[config.mk]
export PLATFORM = sky130hd
export DESIGN_NAME = region_arena_allocator_unit
export DESIGN_NICKNAME = d
export VERILOG_FILES = /design/src/hw/rtl/raa_pkg.sv /design/src/hw/rtl/raa_ram.sv /design/src/hw/rtl/region_arena_allocator_unit.sv
export SDC_FILE = /design/constraint.sdc
export NUM_CORES = 1
export LEC_CHECK = 0
export BUFFER_PORTS_ARGS = -buffer_cell sky130_fd_sc_hd__buf_2
export CAP_MARGIN = 10
export CORE_MARGIN = 4
export CORE_UTILIZATION = 36
export CTS_BUF_LIST = sky130_fd_sc_hd__clkbuf_4
export DETAILED_ROUTE_END_ITERATION = 16
export PLACE_DENSITY_LB_ADDON = 0.08
export SETUP_SLACK_MARGIN = 0.3
export SLEW_MARGIN = 10
export SYNTH_ARGS = -nofsm -noshare
export SYNTH_HDL_FRONTEND = slang
export SYNTH_SLANG_ARGS = --single-unit
[constraint.sdc]
create_clock -name clk -period 10.81 [get_ports clk]
set_input_delay 1.6215 -clock clk [delete_from_list [all_inputs] [get_ports clk]]
set_output_delay 1.6215 -clock clk [all_outputs]
set_load 0.01 [all_outputs]
[src/hw/rtl/raa_pkg.sv]
// Shared types and constants of the region arena allocator.
// No dependencies; imported by the allocator top level and its checker.
package raa_pkg;

  // Width of a stored fill level and of the capacity register.
  localparam int FILL_W = 17;

  // Saturation value of a fill level.
  localparam logic [FILL_W-1:0] FILL_MAX = 17'h1FFFF;

  // Region capacity after reset, in bytes.
  localparam logic [FILL_W-1:0] CAP_RESET = 17'd4096;

  // Operation codes of an input transaction.
  typedef enum logic [1:0] {
    OP_ALLOC  = 2'd0,
    OP_REWIND = 2'd1,
    OP_RESET  = 2'd2,
    OP_NONE   = 2'd3
  } opcode_t;

  // Status codes of a result transaction.
  typedef enum logic [1:0] {
    ST_OK        = 2'd0,
    ST_BAD_SIZE  = 2'd1,
    ST_NO_REGION = 2'd2
  } status_t;

endpackage

[src/hw/rtl/raa_ram.sv]
// Generic single-port-write, single-port-read RAM with registered read data.
// No dependencies; holds the per-region fill levels of the allocator.
module raa_ram #(
  parameter int WIDTH = 17,
  parameter int DEPTH = 16
) (
  input  logic                     clk,
  input  logic                     we,
  input  logic [$clog2(DEPTH)-1:0] waddr,
  input  logic [WIDTH-1:0]         wdata,
  input  logic                     re,
  input  logic [$clog2(DEPTH)-1:0] raddr,
  output logic [WIDTH-1:0]         rdata
);

  logic [WIDTH-1:0] mem [DEPTH];

  // Write port and registered read port.
  always_ff @(posedge clk) begin
    if (we) begin
      mem[waddr] <= wdata;
    end
    if (re) begin
      rdata <= mem[raddr];
    end
  end

endmodule

[src/hw/rtl/region_arena_allocator_unit.sv]
// Region arena allocator: bump allocation over equal regions with rewind.
// A result is registered from the lookup state, which holds the RAM read,
// or from the advance state when an allocate during rewind moves to the next
// region (second RAM read). One transaction is taken at a time, through the
// read-modify-write of the fill-level RAM; a stalled output holds the lookup.
// Reset (rst, synchronous): one empty region, no rewind, capacity 4096 bytes.
module region_arena_allocator_unit #(
  parameter int MAX_REGIONS = 16,
  parameter int OFFSET_BITS = 16
) (
  input  logic                    clk,
  input  logic                    rst,
  input  logic                    cfg_write_enable,
  input  logic [raa_pkg::FILL_W-1:0] cfg_write_data,
  input  logic                    in_valid,
  output logic                    in_ready,
  input  logic [1:0]              opcode,
  input  logic [16:0]             request_size,
  output logic                    out_valid,
  input  logic                    out_ready,
  output logic [1:0]              status,
  output logic [3:0]              region_index,
  output logic [15:0]             byte_offset,
  output logic [4:0]              regions_in_use
);
  import raa_pkg::*;

  localparam int IDX_W = $clog2(MAX_REGIONS);
  localparam int CNT_W = $clog2(MAX_REGIONS + 1);
  localparam logic [32:0] CAP_LIMIT = 33'(1) << OFFSET_BITS;
  localparam logic [32:0] OFS_MASK  = CAP_LIMIT - 33'd1;

  typedef enum logic [2:0] {
    S_IDLE    = 3'b001,
    S_LOOKUP  = 3'b010,
    S_ADVANCE = 3'b100
  } state_t;

  state_t                 state;
  logic [1:0]             op_q;
  logic [FILL_W-1:0]      size_q;
  logic [IDX_W-1:0]       cur_idx;
  logic                   rd_valid;
  logic [CNT_W-1:0]       region_count;
  logic                   rewind_active;
  logic [IDX_W-1:0]       rewind_pos;
  logic [MAX_REGIONS-1:0] valid_bits;
  logic [FILL_W-1:0]      capacity;

  logic                   in_fire;
  logic                   out_free;
  logic [FILL_W-1:0]      eff_cap;
  logic [IDX_W-1:0]       tail_idx;
  logic [IDX_W-1:0]       lookup_idx;
  logic [IDX_W-1:0]       new_idx;
  logic [IDX_W-1:0]       adv_idx;
  logic [CNT_W-1:0]       pos_inc;
  logic                   adv_stop;
  logic                   at_limit;
  logic [FILL_W-1:0]      ram_rdata;
  logic [FILL_W-1:0]      used;
  logic [FILL_W:0]        sum;
  logic                   fits;
  logic                   size_bad;
  logic [FILL_W-1:0]      sat_fill;

  status_t                res_status;
  logic [IDX_W-1:0]       res_idx;
  logic [FILL_W-1:0]      res_fill;
  logic [CNT_W-1:0]       res_count;
  logic                   grow;
  logic                   go_adv;
  logic                   load_out;
  logic                   clear_fill;

  logic                   ram_we;
  logic [IDX_W-1:0]       ram_waddr;
  logic [FILL_W-1:0]      ram_wdata;
  logic                   ram_re;
  logic [IDX_W-1:0]       ram_raddr;

  assign in_ready = (state == S_IDLE);
  assign in_fire  = in_valid & in_ready;
  assign out_free = !out_valid || out_ready;

  // Capacity clamped to the offset range.
  assign eff_cap = (33'(capacity) > CAP_LIMIT) ? CAP_LIMIT[FILL_W-1:0] : capacity;

  // Region selection: tail, rewind position, next region and the rewind step.
  assign tail_idx   = IDX_W'(region_count - CNT_W'(1));
  assign lookup_idx = rewind_active ? rewind_pos : tail_idx;
  assign new_idx    = IDX_W'(region_count);
  assign pos_inc    = CNT_W'(rewind_pos) + CNT_W'(1);
  assign adv_stop   = (pos_inc >= region_count - CNT_W'(1));
  assign adv_idx    = adv_stop ? tail_idx : IDX_W'(pos_inc);
  assign at_limit   = (region_count >= CNT_W'(MAX_REGIONS));

  // Fit check on the fill level read from the RAM; a cleared entry reads zero.
  assign used     = rd_valid ? ram_rdata : '0;
  assign sum      = {1'b0, used} + {1'b0, size_q};
  assign fits     = (sum <= {1'b0, eff_cap});
  assign size_bad = (size_q == '0) || (size_q > eff_cap);
  assign sat_fill = sum[FILL_W] ? FILL_MAX : sum[FILL_W-1:0];

  // Result of the transaction in its lookup or advance step.
  always_comb begin
    res_status = ST_OK;
    res_idx    = '0;
    res_fill   = '0;
    res_count  = region_count;
    grow       = 1'b0;
    go_adv     = 1'b0;
    clear_fill = 1'b0;
    case (state)
      S_LOOKUP: begin
        case (op_q)
          OP_ALLOC: begin
            if (size_bad) begin
              res_status = ST_BAD_SIZE;
            end else if (fits) begin
              res_idx  = cur_idx;
              res_fill = used;
            end else if (!rewind_active) begin
              if (at_limit) begin
                res_status = ST_NO_REGION;
              end else begin
                grow      = 1'b1;
                res_idx   = new_idx;
                res_count = region_count + CNT_W'(1);
              end
            end else begin
              go_adv = 1'b1;
            end
          end
          OP_REWIND: begin
            clear_fill = 1'b1;
          end
          OP_RESET: begin
            clear_fill = 1'b1;
            res_count  = CNT_W'(1);
          end
          default: begin
          end
        endcase
      end
      S_ADVANCE: begin
        res_idx  = cur_idx;
        res_fill = used;
      end
      default: begin
      end
    endcase
  end

  assign load_out = out_free && (((state == S_LOOKUP) && !go_adv) || (state == S_ADVANCE));

  // Fill-level RAM access: lookup read at acceptance, a second read on a
  // rewind move, and the write-back of the new fill level.
  assign ram_re    = in_fire || (out_free && go_adv);
  assign ram_raddr = in_fire ? lookup_idx : adv_idx;
  assign ram_we    = out_free &&
                     (((state == S_LOOKUP) && (op_q == OP_ALLOC) && !size_bad &&
                       (fits || grow)) || (state == S_ADVANCE));
  assign ram_waddr = grow ? new_idx : cur_idx;
  assign ram_wdata = grow ? size_q : sat_fill;

  raa_ram #(
    .WIDTH(FILL_W),
    .DEPTH(MAX_REGIONS)
  ) u_fill_ram (
    .clk  (clk),
    .we   (ram_we),
    .waddr(ram_waddr),
    .wdata(ram_wdata),
    .re   (ram_re),
    .raddr(ram_raddr),
    .rdata(ram_rdata)
  );

  // Configuration register.
  always_ff @(posedge clk) begin
    if (rst) begin
      capacity <= CAP_RESET;
    end else if (cfg_write_enable) begin
      capacity <= cfg_write_data;
    end
  end

  // Sequencer and allocator state.
  always_ff @(posedge clk) begin
    if (rst) begin
      state         <= S_IDLE;
      region_count  <= CNT_W'(1);
      rewind_active <= 1'b0;
      rewind_pos    <= '0;
      valid_bits    <= '0;
      rd_valid      <= 1'b0;
    end else begin
      if (ram_re) begin
        rd_valid <= valid_bits[ram_raddr];
      end
      if (clear_fill && out_free) begin
        valid_bits <= '0;
      end else if (ram_we) begin
        valid_bits[ram_waddr] <= 1'b1;
      end
      case (state)
        S_IDLE: begin
          if (in_fire) begin
            state <= S_LOOKUP;
          end
        end
        S_LOOKUP: begin
          if (out_free) begin
            region_count <= res_count;
            if (go_adv) begin
              state      <= S_ADVANCE;
              rewind_pos <= adv_idx;
              if (adv_stop) begin
                rewind_active <= 1'b0;
              end
            end else begin
              state <= S_IDLE;
            end
            if (op_q == OP_REWIND) begin
              if (region_count > CNT_W'(1)) begin
                rewind_active <= 1'b1;
                rewind_pos    <= '0;
              end
            end else if (op_q == OP_RESET) begin
              rewind_active <= 1'b0;
              rewind_pos    <= '0;
            end
          end
        end
        S_ADVANCE: begin
          if (out_free) begin
            state <= S_IDLE;
          end
        end
        default: begin
          state <= S_IDLE;
        end
      endcase
    end
  end

  // Input capture and the region chosen for the lookup.
  always_ff @(posedge clk) begin
    if (in_fire) begin
      op_q    <= opcode;
      size_q  <= request_size;
      cur_idx <= lookup_idx;
    end else if (out_free && go_adv) begin
      cur_idx <= adv_idx;
    end
  end

  // Output register: a result waits here while the next transaction is taken.
  always_ff @(posedge clk) begin
    if (rst) begin
      out_valid <= 1'b0;
    end else if (load_out) begin
      out_valid <= 1'b1;
    end else if (out_ready) begin
      out_valid <= 1'b0;
    end
  end

  always_ff @(posedge clk) begin
    if (load_out) begin
      status         <= res_status;
      region_index   <= 4'(res_idx);
      byte_offset    <= res_fill[15:0] & OFS_MASK[15:0];
      regions_in_use <= 5'(res_count);
    end
  end

endmodule

==> key figures <==
Global route
  – Met3 global-route usage: 3.78%
  – Vias in the first global route: 12,082
  – Grt total ovfl: 0
  – Grt met2 use: 27.7%
  – First-pass GRT wire length: 73.3 mm
  – Gr busiest metal: met2
  – GRT Total Usage: 17.9%
  – Initial antenna violation count: 4
  – Largest net degree at the start of global routing: 146
  – M1 GR Usage: 25.3%

Clock tree
  – Post-CTS setup buffers: 0
  – # resized after CTS: 0
  – H-tree depth: 3
  – CTS buffer count: 106
  – CTS tree: built
  – Clock transition at the registers of the reported paths: 0.06 ns
  – Longest Clk Path Bufs: 3
  – Root buf cell: clkbuf_4
  – Clk_lat worst skew: approximately 0.87 ns
  – Sink Count: between 300 and 400
  – Hold_buf cts: 0

Finish
  – Multi-input gate area: approximately 0.0063 sq mm
  – Final Core Density: 41.6%
  – Nets@finish: between 1,500 and 2,000
  – Area delta synth->final: 14.1%
  – Share of cells above drive strength 1: 17.9%
  – Storage element area: ~0.011 sq mm
  – Layout fillers: between 4,000 and 5,000

Job
  – Max cap viols: 0

Floorplanning
  – Initial Utilization: 36.4%
  – Core Footprint: 0.0491 sq mm
  – DIE HEIGHT: 231 um
  – Num ports: 70
  – Chip Width: 231 um
  – Die area: 0.0533 sq mm
  – Row Count: 81

Setup path
  – Critical path buffers and inverters: 2
  – Worst Setup Path Type: reg2reg
  – Max FO, Critical Path: 28
  – Startpoint Class: register
  – CP peak stage delay: 0.91 ns
  – Critical Path, Cell by Cell: buf_4, and2_1, ha_1, fa_1, maj3_1, maj3_1, a31o_1, a31oi_1, o311ai_1, a311oi_1, o21ai_1, xor2_1, ha_1, nand3_1, or4_1, o32ai_1, a21o_1, o211a_1, or3_1, buf_4, nand3_1, a21o_1, nor2_2
  – Worst setup EP type: register
  – Slowest-stage cell, CP: nor2_2
  – CP required: 11.25 ns
  – CP Data Arrival Time: 7.93 ns
  – CP delay by family, top: compound AO/OA/AOI/OAI gates

Yosys
  – Ys async rst share: 0%
  – Sequential area share after synthesis: 62.3%
  – Register bit count reported by yosys: 387
  – Post-Syn Instances: 1,442
  – Yosys warnings: 0
  – Syn nets: ~1,500
  – Post-synth cell types: 75
  – Syn Std Cell Area: 0.0179 sq mm
  – Synth Area per Inst: 12.4 sq um
  – Post-synth top flop: edfxtp_1
  – Post-synth EDFFs: 339

STA
  – RSZ-0062 raised after global routing: false
  – Final setup skew: 0.0553 ns
  – Max Slew Vio Count: 0
  – Post-route setup TNS: 0 ns
  – Final Hold Fails: 0
  – Max transition margin: 23.2%
  – Final min period: 7.49 ns
  – Final worst-path cycle share: between 60 and 70%
  – Endpoints failing setup: 0
  – Max Clk Rate: 134 MHz
  – Worst Max-Slew Pin Slew: 1.15 ns

Worst hold path
  – Hold WC Path Type: reg2reg

Route
  – DR pass1 iterations: 5
  – DR vias: ~12,000
  – DR WL/cell: between 20 and 25 um
  – Final ANT Viol Nets: 0
  – Vias/cell: 5.20
  – Routed WL: 48.1 mm
  – Post-route DRC: 0
  – Initial DRC Count: 838

Pwr
  – Seq pwr share: 52.2%
  – Clock power share: roughly 44%
  – Int Power: 2.44 mW
  – VDD IR max: 78.3 uV
  – P_leak: 7.36 nW
  – Pwr per Cell Area: roughly 160 mW/mm^2
  – Sw frac: 23.2%
  – Logic pwr share: under 10%
  – Net switching power: 738 uW

Placed design
  – GPL Wtd Cong: 0.831
  – Dpl hpwl: 29.7 mm
  – Port bufs: 69

Outcome
  – Run status: completed
-- stage by stage --
step | cells | cell area (sq um) | hold WS [ns] | total power, mW | setup slack (ns)
after floorplan | 1442 | 17900 | 0.442 | 1.77 | 3.26
after global placement | 2117 | 19000 | 0.457 | 1.83 | 3.53
after detailed placement | 2117 | 19000 | 0.459 | 1.83 | 3.34
after CTS | 2302 | 20400 | 0.477 | 3.23 | 3.30
after global routing | 2305 | 20400 | 0.499 | 3.33 | 2.78
final | 2308 | 20400 | 0.471 | 3.18 | 3.32
-- power groups by stage --
stage	registers, mW	clock network [mW]	logic [mW]
after CTS	1.66	1.44	0.136
after detailed placement	1.69	0	0.136
after global placement	1.69	0	0.133
after global routing	1.66	1.51	0.152
final	1.66	1.38	0.135
after floorplan	1.68	0	0.0886
-- cells in the final DEF, fill, tap and decap left out, types with 8 or more instances in the layout --
cell	netlist	layout
a211oi_1	75	75
a21o_1	23	23
a21oi_1	29	28
a22o_1	19	19
a31oi_1	76	76
and2_0	18	18
and2_1	71	71
buf_2	32	69
buf_4	2	21
clkbuf_4	0	155
clkinv_1	1	18
dfxtp_1	48	48
edfxtp_1	339	339
ha_1	60	60
inv_1	28	28
mux2i_1	72	72
nand2_1	199	199
nand3_1	28	28
nand4_1	10	10
nor2_1	68	52
nor2_2	0	16
nor2b_1	19	19
nor3_1	11	10
nor4_1	14	14
o21ai_0	21	20
o22a_1	15	15
xnor2_1	15	15
xor2_1	8	8
-- routing by layer --
metal	up-vias	share of wire (%)	wire, um
met1	5903	48	23000
met2	266	46	21900
li1	5750	-	-
met3	83	4.4	2140
met4	0	2.2	1080
met5	-	0	0
-- Yosys cell counts, drive strengths merged (4+ instances only) --
library cell / instances / area, sq um
inv: 30 / 113
nand2b: 7 / 43.8
o211ai: 4 / 30.0
edfxtp: 339 / 10200
a311oi: 8 / 87.6
dfxtp: 48 / 961
o22a: 15 / 131
buf: 41 / 224
xor2: 8 / 70.1
clkbuf: 40 / 150
xnor2: 15 / 131
a21oi: 29 / 145
nand3: 28 / 140
a22o: 19 / 166
a211oi: 75 / 563
nor4: 14 / 87.6
mux2i: 73 / 734
a21o: 23 / 173
a31oi: 78 / 500
nand4: 10 / 62.6
nor2: 68 / 255
or3: 5 / 31.3
nor2b: 19 / 119
o21a: 7 / 52.6
and2: 89 / 557
o21bai: 5 / 37.5
ha: 60 / 751
nand2: 199 / 747
nor3: 11 / 55.1
o21ai: 23 / 115
-- registers in the layout, summed over array words and instances, names as in the netlist --
name / count
state: 3
status: 2
size_q: 17
u_fill_ram.mem: 272
capacity: 17
cur_idx: 4
rewind_pos: 4
valid_bits: 16
rd_valid: 1
rewind_active: 1
region_count: 5
out_valid: 1
regions_in_use: 5
op_q: 2
u_fill_ram.rdata: 17
region_index: 4
byte_offset: 16
-- cell type report --
cell class | instances | share of cell area (%)
timing repair buffer | 93 | 2.74
inverter | 32 | 0.601
clock inverter | 30 | 1.23
multi-input combinational | 942 | 31.0
sequential | 387 | 54.6
clock buffer | 155 | 5.70
tap | 664 | 4.07
antenna | 5 | 0.0613
-- kinds of logic after synthesis --
| kind of cell | count (synthesis) | share of synthesized area, % |
|---|---|---|
| multiplexers | 74 | 4.17 |
| AND/OR/NAND/NOR | 464 | 12.3 |
| XOR/XNOR | 23 | 1.13 |
| adder cells (fa/ha/maj) | 64 | 4.49 |
| buffers and inverters | 113 | 2.77 |
| flip-flops | 387 | 62.3 |
| AO/OA/AOI/OAI | 317 | 12.8 |
-- worst reg2reg max path: cells and delay by family, from the launching register on --
family	cells	cell delay, ns
DFF	1	0.30
buffers and inverters	2	0.52
and+or+nand+nor	6	2.03
adders and majority gates	5	1.79
xor gates and xnor gates	1	0.18
AOI/OAI and AO/OA	9	2.27
-- path summary, 6_finish.rpt --
path,startpoint,endpoint,slack (ns),cells past startpoint
worst max register to register,rd_valid,u_fill_ram.mem[8][15],3.32,23
worst max-delay path,rd_valid,u_fill_ram.mem[8][15],3.32,23
worst min-delay path,valid_bits[3],valid_bits[3],0.47,1
worst min register to register,valid_bits[3],valid_bits[3],0.47,1
(Power assumes the default switching activity.)
